[src/design/i2f_pkg.sv]
// Package for the int32 to float32 converter: widths, constants and stage types.
// No dependencies.
`timescale 1ns / 1ps
package i2f_pkg;
    localparam int IntW     = 32;
    localparam int FracW    = 23;
    localparam int PosW     = 5;
    localparam logic [7:0] ExpBias = 8'd127;
    localparam logic [31:0] MinIntBits = 32'hCF00_0000;

    // stage 1 -> stage 2: sign and magnitude
    typedef struct packed {
        logic        vld;
        logic        neg;
        logic        zero;
        logic        minint;
        logic [31:0] mag;
    } s1_t;

    // stage 2 -> stage 3: normalized magnitude and leading-one position
    typedef struct packed {
        logic           vld;
        logic           neg;
        logic           zero;
        logic           minint;
        logic [PosW-1:0] pos;
        logic [31:0]    norm;
    } s2_t;
endpackage

[src/design/i2f_norm.sv]
// Leading-one detect and normalize shift for the converter (stage 2).
// Depends on i2f_pkg.
`timescale 1ns / 1ps
module i2f_norm
    import i2f_pkg::*;
(
    input  logic clk,
    input  logic rst_n,
    input  s1_t  s1,
    output s2_t  s2
);
    logic [PosW-1:0] pos;
    logic [31:0]     norm;
    logic            vld_reg;
    s2_t             data_reg;

    // find the leading one
    always_comb
    begin
        pos = '0;
        for (int i = 0; i < IntW; i++)
        begin
            if (s1.mag[i])
                pos = PosW'(i);
        end
        norm = s1.mag << (5'(IntW - 1) - pos);
    end

    // advance valid
    always_ff @(posedge clk or negedge rst_n)
    begin
        if (!rst_n)
            vld_reg <= 1'b0;
        else
            vld_reg <= s1.vld;
    end

    // hold payload
    always_ff @(posedge clk)
    begin
        data_reg.vld    <= 1'b0;
        data_reg.neg    <= s1.neg;
        data_reg.zero   <= s1.zero;
        data_reg.minint <= s1.minint;
        data_reg.pos    <= pos;
        data_reg.norm   <= norm;
    end

    always_comb
    begin
        s2     = data_reg;
        s2.vld = vld_reg;
    end
endmodule

[src/design/int32_to_float32_converter_top.sv]
// Top level of the int32 to float32 converter.
// Depends on i2f_pkg and i2f_norm.
//
// Usage:
//   Drive int_value and pulse start; a request is taken at every edge where
//   start is high, and busy is tied low, so a request can enter every cycle.
//   Three register stages: sign/magnitude, leading-one normalize, then
//   round and pack. float_bits is shown with done high for exactly one cycle,
//   once the request has passed the sign/magnitude, normalize and output
//   registers in that order. Throughput: one item per cycle.
//   Rounding is to nearest, ties to even; zero gives +0; the most negative
//   integer gives 0xCF000000.
//   Reset clears all valid bits; requests in flight are dropped.
//   The receiver cannot stall: each result is shown for one cycle only.
//   The leading-one search and shift in stage 2 set the stage depth.
`timescale 1ns / 1ps
module int32_to_float32_converter_top
    import i2f_pkg::*;
(
    input  logic        clk,
    input  logic        rst_n,
    input  logic        start,
    output logic        busy,
    input  logic [31:0] int_value,
    output logic        done,
    output logic [31:0] float_bits
);
    logic        s1_vld_reg;
    s1_t         s1_reg;
    s1_t         s1;
    s2_t         s2;
    logic        done_reg;
    logic [31:0] float_reg;
    logic [31:0] float_next;
    logic [23:0] keep;
    logic [24:0] keep_rnd;
    logic        guard;
    logic        sticky;
    logic        rnd_up;
    logic [7:0]  expo;

    assign busy = 1'b0;

    // stage 1: split sign and magnitude
    always_ff @(posedge clk or negedge rst_n)
    begin
        if (!rst_n)
            s1_vld_reg <= 1'b0;
        else
            s1_vld_reg <= start && !busy;
    end

    always_ff @(posedge clk)
    begin
        s1_reg.vld    <= 1'b0;
        s1_reg.neg    <= int_value[31];
        s1_reg.zero   <= (int_value == '0);
        s1_reg.minint <= (int_value == 32'h8000_0000);
        s1_reg.mag    <= int_value[31] ? (32'd0 - int_value) : int_value;
    end

    always_comb
    begin
        s1     = s1_reg;
        s1.vld = s1_vld_reg;
    end

    i2f_norm u_norm (
        .clk   (clk),
        .rst_n (rst_n),
        .s1    (s1),
        .s2    (s2)
    );

    // stage 3: round to nearest even and pack
    always_comb
    begin
        keep     = s2.norm[31:8];
        guard    = s2.norm[7];
        sticky   = |s2.norm[6:0];
        rnd_up   = guard && (sticky || keep[0]);
        keep_rnd = {1'b0, keep} + 25'(rnd_up);
        expo     = ExpBias + 8'(s2.pos) + 8'(keep_rnd[24]);
        priority if (s2.zero)
            float_next = '0;
        else if (s2.minint)
            float_next = MinIntBits;
        else if (keep_rnd[24])
            float_next = {s2.neg, expo, keep_rnd[23:1]};
        else
            float_next = {s2.neg, expo, keep_rnd[FracW-1:0]};
    end

    always_ff @(posedge clk or negedge rst_n)
    begin
        if (!rst_n)
            done_reg <= 1'b0;
        else
            done_reg <= s2.vld;
    end

    always_ff @(posedge clk)
    begin
        float_reg <= float_next;
    end

    assign done       = done_reg;
    assign float_bits = float_reg;

    // each request is followed by a result with done high
    a_latency: assert property (@(posedge clk) disable iff (!rst_n)
        start |-> ##3 done)
        else $error("result missing");
    // a zero input yields +0
    a_sign: assert property (@(posedge clk) disable iff (!rst_n)
        done && $past(s2.zero) |-> float_bits == '0)
        else $error("zero not +0");
    // valid chain is consistent
    a_chain: assert property (@(posedge clk) disable iff (!rst_n)
        s2.vld |-> $past(s1.vld))
        else $error("valid chain broken");
endmodule

[config.mk]
export PLATFORM = sky130hd
export DESIGN_NAME = int32_to_float32_converter_top
export DESIGN_NICKNAME = d
export VERILOG_FILES = /design/src/design/i2f_pkg.sv /design/src/design/i2f_norm.sv /design/src/design/int32_to_float32_converter_top.sv
export SDC_FILE = /design/constraint.sdc
export NUM_CORES = 1
export LEC_CHECK = 0
export ABC_AREA = 0
export BUFFER_PORTS_ARGS = -buffer_cell sky130_fd_sc_hd__buf_2
export CAP_MARGIN = 20
export CORE_AREA = 10 10 114 116
export CTS_BUF_LIST = sky130_fd_sc_hd__clkbuf_16
export CTS_CLUSTER_DIAMETER = 80
export DETAILED_ROUTE_END_ITERATION = 8
export DIE_AREA = 0 0 124 126
export PLACE_DENSITY_LB_ADDON = 0.3
export SLEW_MARGIN = 5
export SYNTH_ARGS = -nofsm -noshare
export SYNTH_HDL_FRONTEND = slang
export SYNTH_SLANG_ARGS = --single-unit
[constraint.sdc]
create_clock -name clk -period 3.04 [get_ports clk]
set_clock_uncertainty 0.05 [all_clocks]
set_input_delay 0.304 -clock clk [delete_from_list [all_inputs] [get_ports clk]]
set_output_delay 0.304 -clock clk [all_outputs]
set_load 0.02 [all_outputs]
==> metrics.txt, run 1 <==
DR pass1 iterations 5; Fin. Hold Viols 0; setup TNS 0 ps; maxcap violations 0; hold_ws ~58 ps; Routed WL 15200 µm; worst-skew pair later-pin latency around 350 ps; max reg flops 40; Post-Syn Area ~5600 µm²; remaining global-route overflow 0; Die H approximately 130 µm; first-pass GRT wire length ~25000 µm; Max Slew Vio Count 0; sw frac between 30% and 40%; Synth Register Bits 110; power per cell area 666 nW/µm²; antenna violations before repair 0; Synthesized Nets around 690; maximum root-to-sink buffer count 2; DRC Markers 0; Final nets about 800; slowest CP cell a222oi_1; CTS root buf clkbuf_16; outcome completed; area growth from synthesis to layout 20.5%; Post-synth EDFFs 0; Psw 1.57 mW; overall global routing resource usage between 10% and 20%; core area 10700 µm²; most instantiated library cell after synthesis dfxtp_1; CTS Sinks 110; main area contributors after synthesis dfxtp_1, xnor2_1, mux2i_1; Slew @ Worst Pin between 600 and 700 ps; TritonCTS Buffers 9; Max H-tree Level 3; Die Width ~120 µm; routed len/inst 17.0 µm; Startpoint Class register; relative max-transition margin between 50 and 60%; synthesized instance count 650; row count 38; Final GP Congestion around 1; critical-path cell list buf_4 -> o311a_1 -> a21o_1 -> buf_4 -> a21boi_0 -> nor3_1 -> a21oi_1 -> mux2i_1 -> a222oi_1; Initial Util 52.7%; crit path DAT about 3100 ps; HP Class in -> reg; IO Port Bufs 67; clock network power share 25.1%; share of Yosys cell area claimed by the top area cell type between 30% and 40%; main flop type after synthesis dfxtp_1; Max Fanout on Critical Path 10; initial DRC count roughly 460; Ant. Diodes 0; DIE AREA about 16000 µm²; peak supply drop about 0.36 mV; Inst Count DP 869; largest net degree at the start of global routing 36; fmax ~340 MHz; unique cell type count in the Yosys netlist 74; IO Count just under 70; CP Capture Type register; DR vias about 5300; CTS clk-pin slew, worst paths 70 ps; Async SR Flop Fraction around 2.7%; vias in the first global route 5125; total number of yosys warnings 0; kind of critical path reg -> reg; dpl hpwl roughly 12000 µm; min Tclk post-route 2920 ps; final worst path period share 96.1%; Worst path max stage delay around 440 ps; sequential fraction of the synthesis area approximately two fifths; antenna viol nets, final 0; Gate power share between 30% and 40%; CTS tree built; share of cells above drive strength 1 between 20% and 30%; Top cell by count, worst path buf_4; non-filler cells, final approximately 900; share of power burned in registers 42.9%; Worst EP required 3210 ps; top cell type by total area after synthesis dfxtp_1; top cells by count, synth dfxtp_1, nor2_1, nand2_1; Setup Viol. Count Final 0; syn_area_per_cell between 8 and 9 µm²; Filler Cell Count 954; vias per inst slightly below 6; Pint between 2 and 3 mW; Pleak between 2 and 3 nW
-- final timing paths --
path | start | endpoint | slack (ps) | cells past startpoint
setup / recovery | s1[22] | u_norm.s2[17] | 120 | 9
hold / removal | int_value[0] | s1[0] | 60 | 1
setup reg to reg | s1[22] | u_norm.s2[17] | 120 | 9
hold reg to reg | s1[32] | u_norm.s2[37] | 280 | 0
max in group asynchronous | rst_n | s1_vld_reg | 2620 | 2
min in group asynchronous | rst_n | done | 220 | 2
-- worst max-delay path, delay by kind of cell, from the launching register on --
kind	cells	cell delay [ps]
compound gates	5	1710
flops	1	380
buf+inv	2	380
mux	1	200
simple gates	1	80
-- repair_timing --
action	CTS	global route
hold endpoints to repair	4	0
setup buffers	0	8
setup endpoints to repair	0	23
hold buffers	2	0
resized for setup	0	9
-- kinds of logic (layout without fill, tap and decap cells) --
family	after synthesis	count (layout)	share of synthesized area [%]
other	1	1	0.0665
AND/OR/NAND/NOR	210	210	18.9
adder cells (fa/ha/maj)	4	4	0.887
buffers and inverters	51	156	3.77
multiplexers	28	28	4.99
XOR/XNOR	52	52	8.07
flip-flops	110	110	39.3
AO/OA/AOI/OAI	194	194	24.0
-- power groups by stage --
stage	sequential (mW)	clock, mW	combinational [mW]
floorplan	2.07	0	0.759
global placement	1.95	0	1.40
detailed placement	1.97	0	1.41
CTS	1.94	1.16	1.42
global route	1.98	1.21	1.58
finish	1.94	1.14	1.45
-- per-layer routing --
| metal | part of all wire, % | GRT usage [%] | wire length [µm] |
|---|---|---|---|
| met2 | 47 | 31.1 | 7120 |
| met5 | 0 | 0 | 0 |
| met4 | 4.7 | 11.1 | 718 |
| met1 | 42 | 22.9 | 6450 |
| met3 | 6.1 | 3.49 | 934 |
-- placed cells by master (no fill, tap or decap), drive strengths merged, types with 12 or more instances in the layout --
cell type  netlist  layout
a21oi           42      42
nand3           19      19
nor4            14      14
a211oi          26      26
inv             17      19
buf             13     119
mux2i           27      27
or3             13      13
nand2           46      46
o21ai           34      34
and3            12      12
xor2            13      13
xnor2           39      39
nor3            16      16
dfxtp          107     107
nor2            62      62
-- layout make-up --
cell class	count	area, µm²	area share, %
repair buffers	121	796	11.7
clock inverters	6	41.3	0.607
flip-flops and latches	110	2220	32.6
clock buffers	10	250	3.68
well taps	140	175	2.58
inverters	19	77.6	1.14
multi-input cells	489	3240	47.7
-- metrics by stage --
| step | instance area (µm²) | worst slack (ps) | utilization (%) | power [mW] |
|---|---|---|---|---|
| final | 6800 | 117 | 63.6 | 4.53 |
| after floorplan | 5640 | 359 | - | 2.83 |
| after global placement | 6390 | 147 | 59.7 | 3.35 |
| after global routing | 6800 | -9.78 | 63.6 | 4.77 |
| after detailed placement | 6390 | 50.4 | 59.7 | 3.38 |
| after CTS | 6700 | 16.7 | 62.7 | 4.51 |
(Power assumes the default switching activity.)
==> run 2, diff against run 1 <==
==> constraint.sdc (replaced) <==
create_clock -name clk -period 3.04 [get_ports clk]
set_clock_uncertainty 0.05 [all_clocks]
set_input_delay 0.608 -clock clk [delete_from_list [all_inputs] [get_ports clk]]
set_output_delay 0.608 -clock clk [all_outputs]
set_load 0.02 [all_outputs]
==> metrics.txt, run 2 (synthesis gave the netlist of run 1 again) <==
Max Slew Vio Count 0; crit path DAT between 3000 and 4000 ps; Worst EP required about 3200 ps; antenna violations before repair 0; CTS Sinks 110; Routed WL 15500 µm; HP Class reg -> reg; CTS clk-pin slew, worst paths around 80 ps; min Tclk post-route between 2000 and 3000 ps; Initial Util 52.7%; area growth from synthesis to layout 19.8%; share of cells above drive strength 1 just over 20%; Fin. Hold Viols 0; worst-skew pair later-pin latency approximately 350 ps; most common cell after layout, fill and taps aside dfxtp_1; non-filler cells, final 888; peak supply drop 0.343 mV; dpl ws -10.6 ps; IO Count about 70; Worst R2R Start s1[9]; initial DRC count ~430; max reg flops 40; total power after layout about 4.6 mW; final worst path period share between 90% and 100%; Max H-tree Level 3; Ant. Diodes 0; Hold Crit Depth 0; Max Fanout on Critical Path 21; outcome completed; power per cell area 682 nW/µm²; CTS tree built; TritonCTS Buffers 9; Pleak around 2.7 nW; maxcap violations 0; CP Capture Type register; row count 38; CTS root buf clkbuf_16; fmax 339 MHz; Final GP Congestion ~0.93; Hold Path End u_norm.s2[38]; share of power burned in registers 41.9%; Psw approximately 1.6 mW; DIE AREA roughly 16000 µm²; IO Port Bufs 67; Final nets 782; routed len/inst between 15 and 20 µm; vias per inst approximately 6.0; Gate power share slightly above 30%; Die Width 124 µm; DRC Markers 0; R2R setup slack approximately 91 ps; relative max-transition margin around three fifths; Pint about 3.1 mW; maximum root-to-sink buffer count 2; clock network power share 27.0%; Inst Count DP about 870; dpl cell area ~6400 µm²; dpl hpwl 12200 µm; kind of critical path reg -> reg; hold path start s1[33]; commonest non-fill, non-tap cells in the layout dfxtp_1, buf_2, nor2_1; vias in the first global route roughly 5100; worst r2r path cells 10; overall global routing resource usage 19.5%; largest net degree at the start of global routing 35; DR vias ~5300; Die H approximately 130 µm; antenna viol nets, final 0; Setup Viol. Count Final 0; Startpoint Class register; first-pass GRT wire length 24900 µm; Slew @ Worst Pin approximately 600 ps; DR pass1 iterations 5; postcts setup bufs 0; core area 10700 µm²; R2R Path End u_norm.s2[20]; sw frac between 30% and 40%; remaining global-route overflow 0; setup TNS 0 ps; Final Worst Setup Slack slightly above 90 ps; post-route cell area just under 7000 µm²
run 2: worst max-delay path, stage by stage (launching register included):
cell,delay [ps]
dfxtp_1,370
or4_1,540
o211ai_1,360
a21oi_2,110
inv_2,210
buf_12,200
a31oi_1,50
a31oi_1,260
a21oi_1,170
o21a_1,190
a221oi_1,310
run 2: how the worst max path moves through the flow:
stage | from | to | slack, ps | depth (start not counted)
4_1_cts | s1[20] | u_norm.s2[30] | 50 | 9
6_report | s1[9] | u_norm.s2[20] | 90 | 10
3_5_place_dp | int_value[5] | s1[29] | -10 | 8
2_1_floorplan | int_value[5] | s1[29] | 290 | 7
5_1_grt | s1[9] | u_norm.s2[18] | -1 | 10
3_3_place_gp | s1[2] | u_norm.s2[27] | 30 | 9
run 2: metrics by stage:
| step | util (%) | hold WS, ps |
|---|---|---|
| final | 63.2 | 283 |
| after global routing | 63.2 | 288 |
| after CTS | 63.0 | 286 |
| after detailed placement | 59.9 | 270 |
| after global placement | 59.9 | 264 |
| after floorplan | - | 260 |
run 2: what timing repair did:
item | CTS | global route
endpoints found under the hold margin | 3 | 0
hold buffers | 1 | 0
setup endpoints to repair | 0 | 14
gates resized for setup | 0 | 6
run 2: power groups by stage:
stage | registers (mW) | clock network (mW) | logic, mW
2_1_floorplan | 2.07 | 0 | 0.759
3_3_place_gp | 1.95 | 0 | 1.40
3_5_place_dp | 1.96 | 0 | 1.41
4_1_cts | 1.93 | 1.26 | 1.42
5_1_grt | 1.97 | 1.33 | 1.55
6_report | 1.93 | 1.24 | 1.44
run 2: routing by layer:
layer  share of wire [%]  global-route usage [%]  routed length, µm  up-vias
met5                   0                       0                  0        -
met4                 3.7                    10.1                565        0
met3                 4.6                    2.64                714       41
met2                  49                    33.6               7620      155
met1                  43                    22.9               6580     2508
li1                    -                       -                  -     2600
run 2: area by class of cell:
| cell class | instances | area (µm²) |
|---|---|---|
| Clock buffer | 9 | 225 |
| Clock inverter | 7 | 93.8 |
| Fill cell | 950 | 3940 |
| Inverter | 19 | 75.1 |
| Multi-Input combinational cell | 489 | 3230 |
| Sequential cell | 110 | 2220 |
| Tap cell | 140 | 175 |
| Timing Repair Buffer | 114 | 741 |
==> run 3, diff against run 2 <==
Settings changed: RECOVER_POWER set to 50.
Clock period 3.04 ns to 3 ns, I/O delays scaled along.
==> metrics.txt, run 3 (synthesis gave the netlist of run 1 again) <==
outcome completed; hold path start s1[32]; Final GP Congestion 0.950; unrepaired setup endpoints after global routing yes; worst-skew pair later-pin latency approximately 340 ps; share of cells above drive strength 1 16.5%; delay-heaviest family, CP compound AO/OA/AOI/OAI gates; Max Slew Vio Count 0; Final Worst Setup Slack roughly 120 ps; Startpoint Class register; initial DRC count around 510; Die Width approximately 120 µm; power per cell area approximately 660 nW/µm²; DR pass1 iterations 6; Worst R2R Start s1[21]; Final nets roughly 800; relative max-transition margin approximately a fifth; dpl hpwl 12300 µm; IO Port Bufs between 60 and 70; IO Count just under 70; antenna violations before repair 0; Pleak roughly 2.6 nW; crit path buf inv count 1; non-filler cells, final between 900 and 1000; maximum root-to-sink buffer count 2; row count 38; area growth from synthesis to layout 19.5%; commonest non-fill, non-tap cells in the layout dfxtp_1, nor2_1, buf_4; Setup Viol. Count Final 0; routed len/inst 17.2 µm; final worst path period share between 90% and 100%; DR vias between 5000 and 6000; CP Capture Type register; max reg flops 40; peak supply drop 0.316 mV; first-pass GRT wire length ~25000 µm; Worst EP required about 3200 ps; dpl ws -24.8 ps; Ant. Diodes 0; Initial Util between 50% and 60%; maxcap violations 0; overall global routing resource usage about a fifth; Inst Count DP ~890; Slew @ Worst Pin roughly 1200 ps; CTS tree built; TritonCTS Buffers 9; slowest CP cell a2111oi_0; largest net degree at the start of global routing 35; CTS Sinks between 100 and 150; CTS root buf clkbuf_16; Max H-tree Level 3; Worst path max stage delay about 590 ps; kind of critical path reg -> reg; antenna viol nets, final 0; critical-path cell list nor4_2 -> o211ai_1 -> a21oi_2 -> inv_2 -> a2111oi_0 -> or3_1 -> o21ai_0 -> a221oi_1 -> a221oi_1; most common cell after layout, fill and taps aside dfxtp_1; core area 10700 µm²; fmax 348 MHz; Routed WL around 15000 µm; Fin. Hold Viols 0; CTS clk-pin slew, worst paths 70 ps; crit path DAT between 3000 and 4000 ps; vias in the first global route a little over 5000; HP Class reg -> reg; DIE AREA about 16000 µm²; crit path launch s1[21]; DRC Markers 0; hold_ws around 280 ps; total power after layout 4.46 mW; min Tclk post-route 2880 ps; Max Fanout on Critical Path 7; remaining global-route overflow 0; Top cell by count, worst path a221oi_1; vias per inst about 5.8; Die H roughly 130 µm
## run 3: per-stage QoR
stage                     setup TNS (ps)  cell area [µm²]  utilization [%]
final                                  0             6740             63.0
after global placement                 0             6510             60.8
after CTS                              0             6780             63.3
after floorplan                        0             5640                -
after global routing               -78.3             6740             63.0
after detailed placement           -24.8             6510             60.8
## run 3: what timing repair did
| action | 4_1_cts | 5_1_grt |
|---|---|---|
| gates resized for setup | 0 | 5 |
| hold buffers | 1 | 0 |
| endpoints found under the hold margin | 3 | 0 |
| endpoints found under the setup margin | 0 | 17 |
| buffers inserted | 0 | 0 |
## run 3: routing by layer
metal  GRT usage (%)  up-vias  share of wire, %
met1            23.6     2383                43
li1                -     2634                 -
met3            3.53       38               5.9
met2            32.2      196                47
met5               0        -                 0
met4            9.49        0               3.7
## run 3: where the power goes
| group | switching (mW) | internal, mW |
|---|---|---|
| clock | 0.499 | 0.549 |
| combinational | 0.841 | 0.596 |
| sequential | 0.213 | 1.76 |
| total | 1.55 | 2.91 |
## run 3: final cells by class
| class | instances | area (µm²) |
|---|---|---|
| repair buffers | 129 | 792 |
| well taps | 140 | 175 |
| clock inverters | 6 | 33.8 |
| clock buffers | 9 | 225 |
| fillers | 974 | 3960 |
| multi-input cells | 489 | 3220 |
| inverters | 19 | 75.1 |
| flip-flops and latches | 110 | 2220 |
## run 3: path summary, 6_finish.rpt
| path | to | slack (ps) | depth (start not counted) |
|---|---|---|---|
| worst max-delay path | u_norm.s2[30] | 120 | 9 |
| worst min-delay path | u_norm.s2[37] | 280 | 0 |
| worst max register to register | u_norm.s2[30] | 120 | 9 |
| worst min register to register | u_norm.s2[37] | 280 | 0 |
| max in group asynchronous | u_norm.vld_reg | 2200 | 2 |
| min in group asynchronous | s1_vld_reg | 550 | 2 |
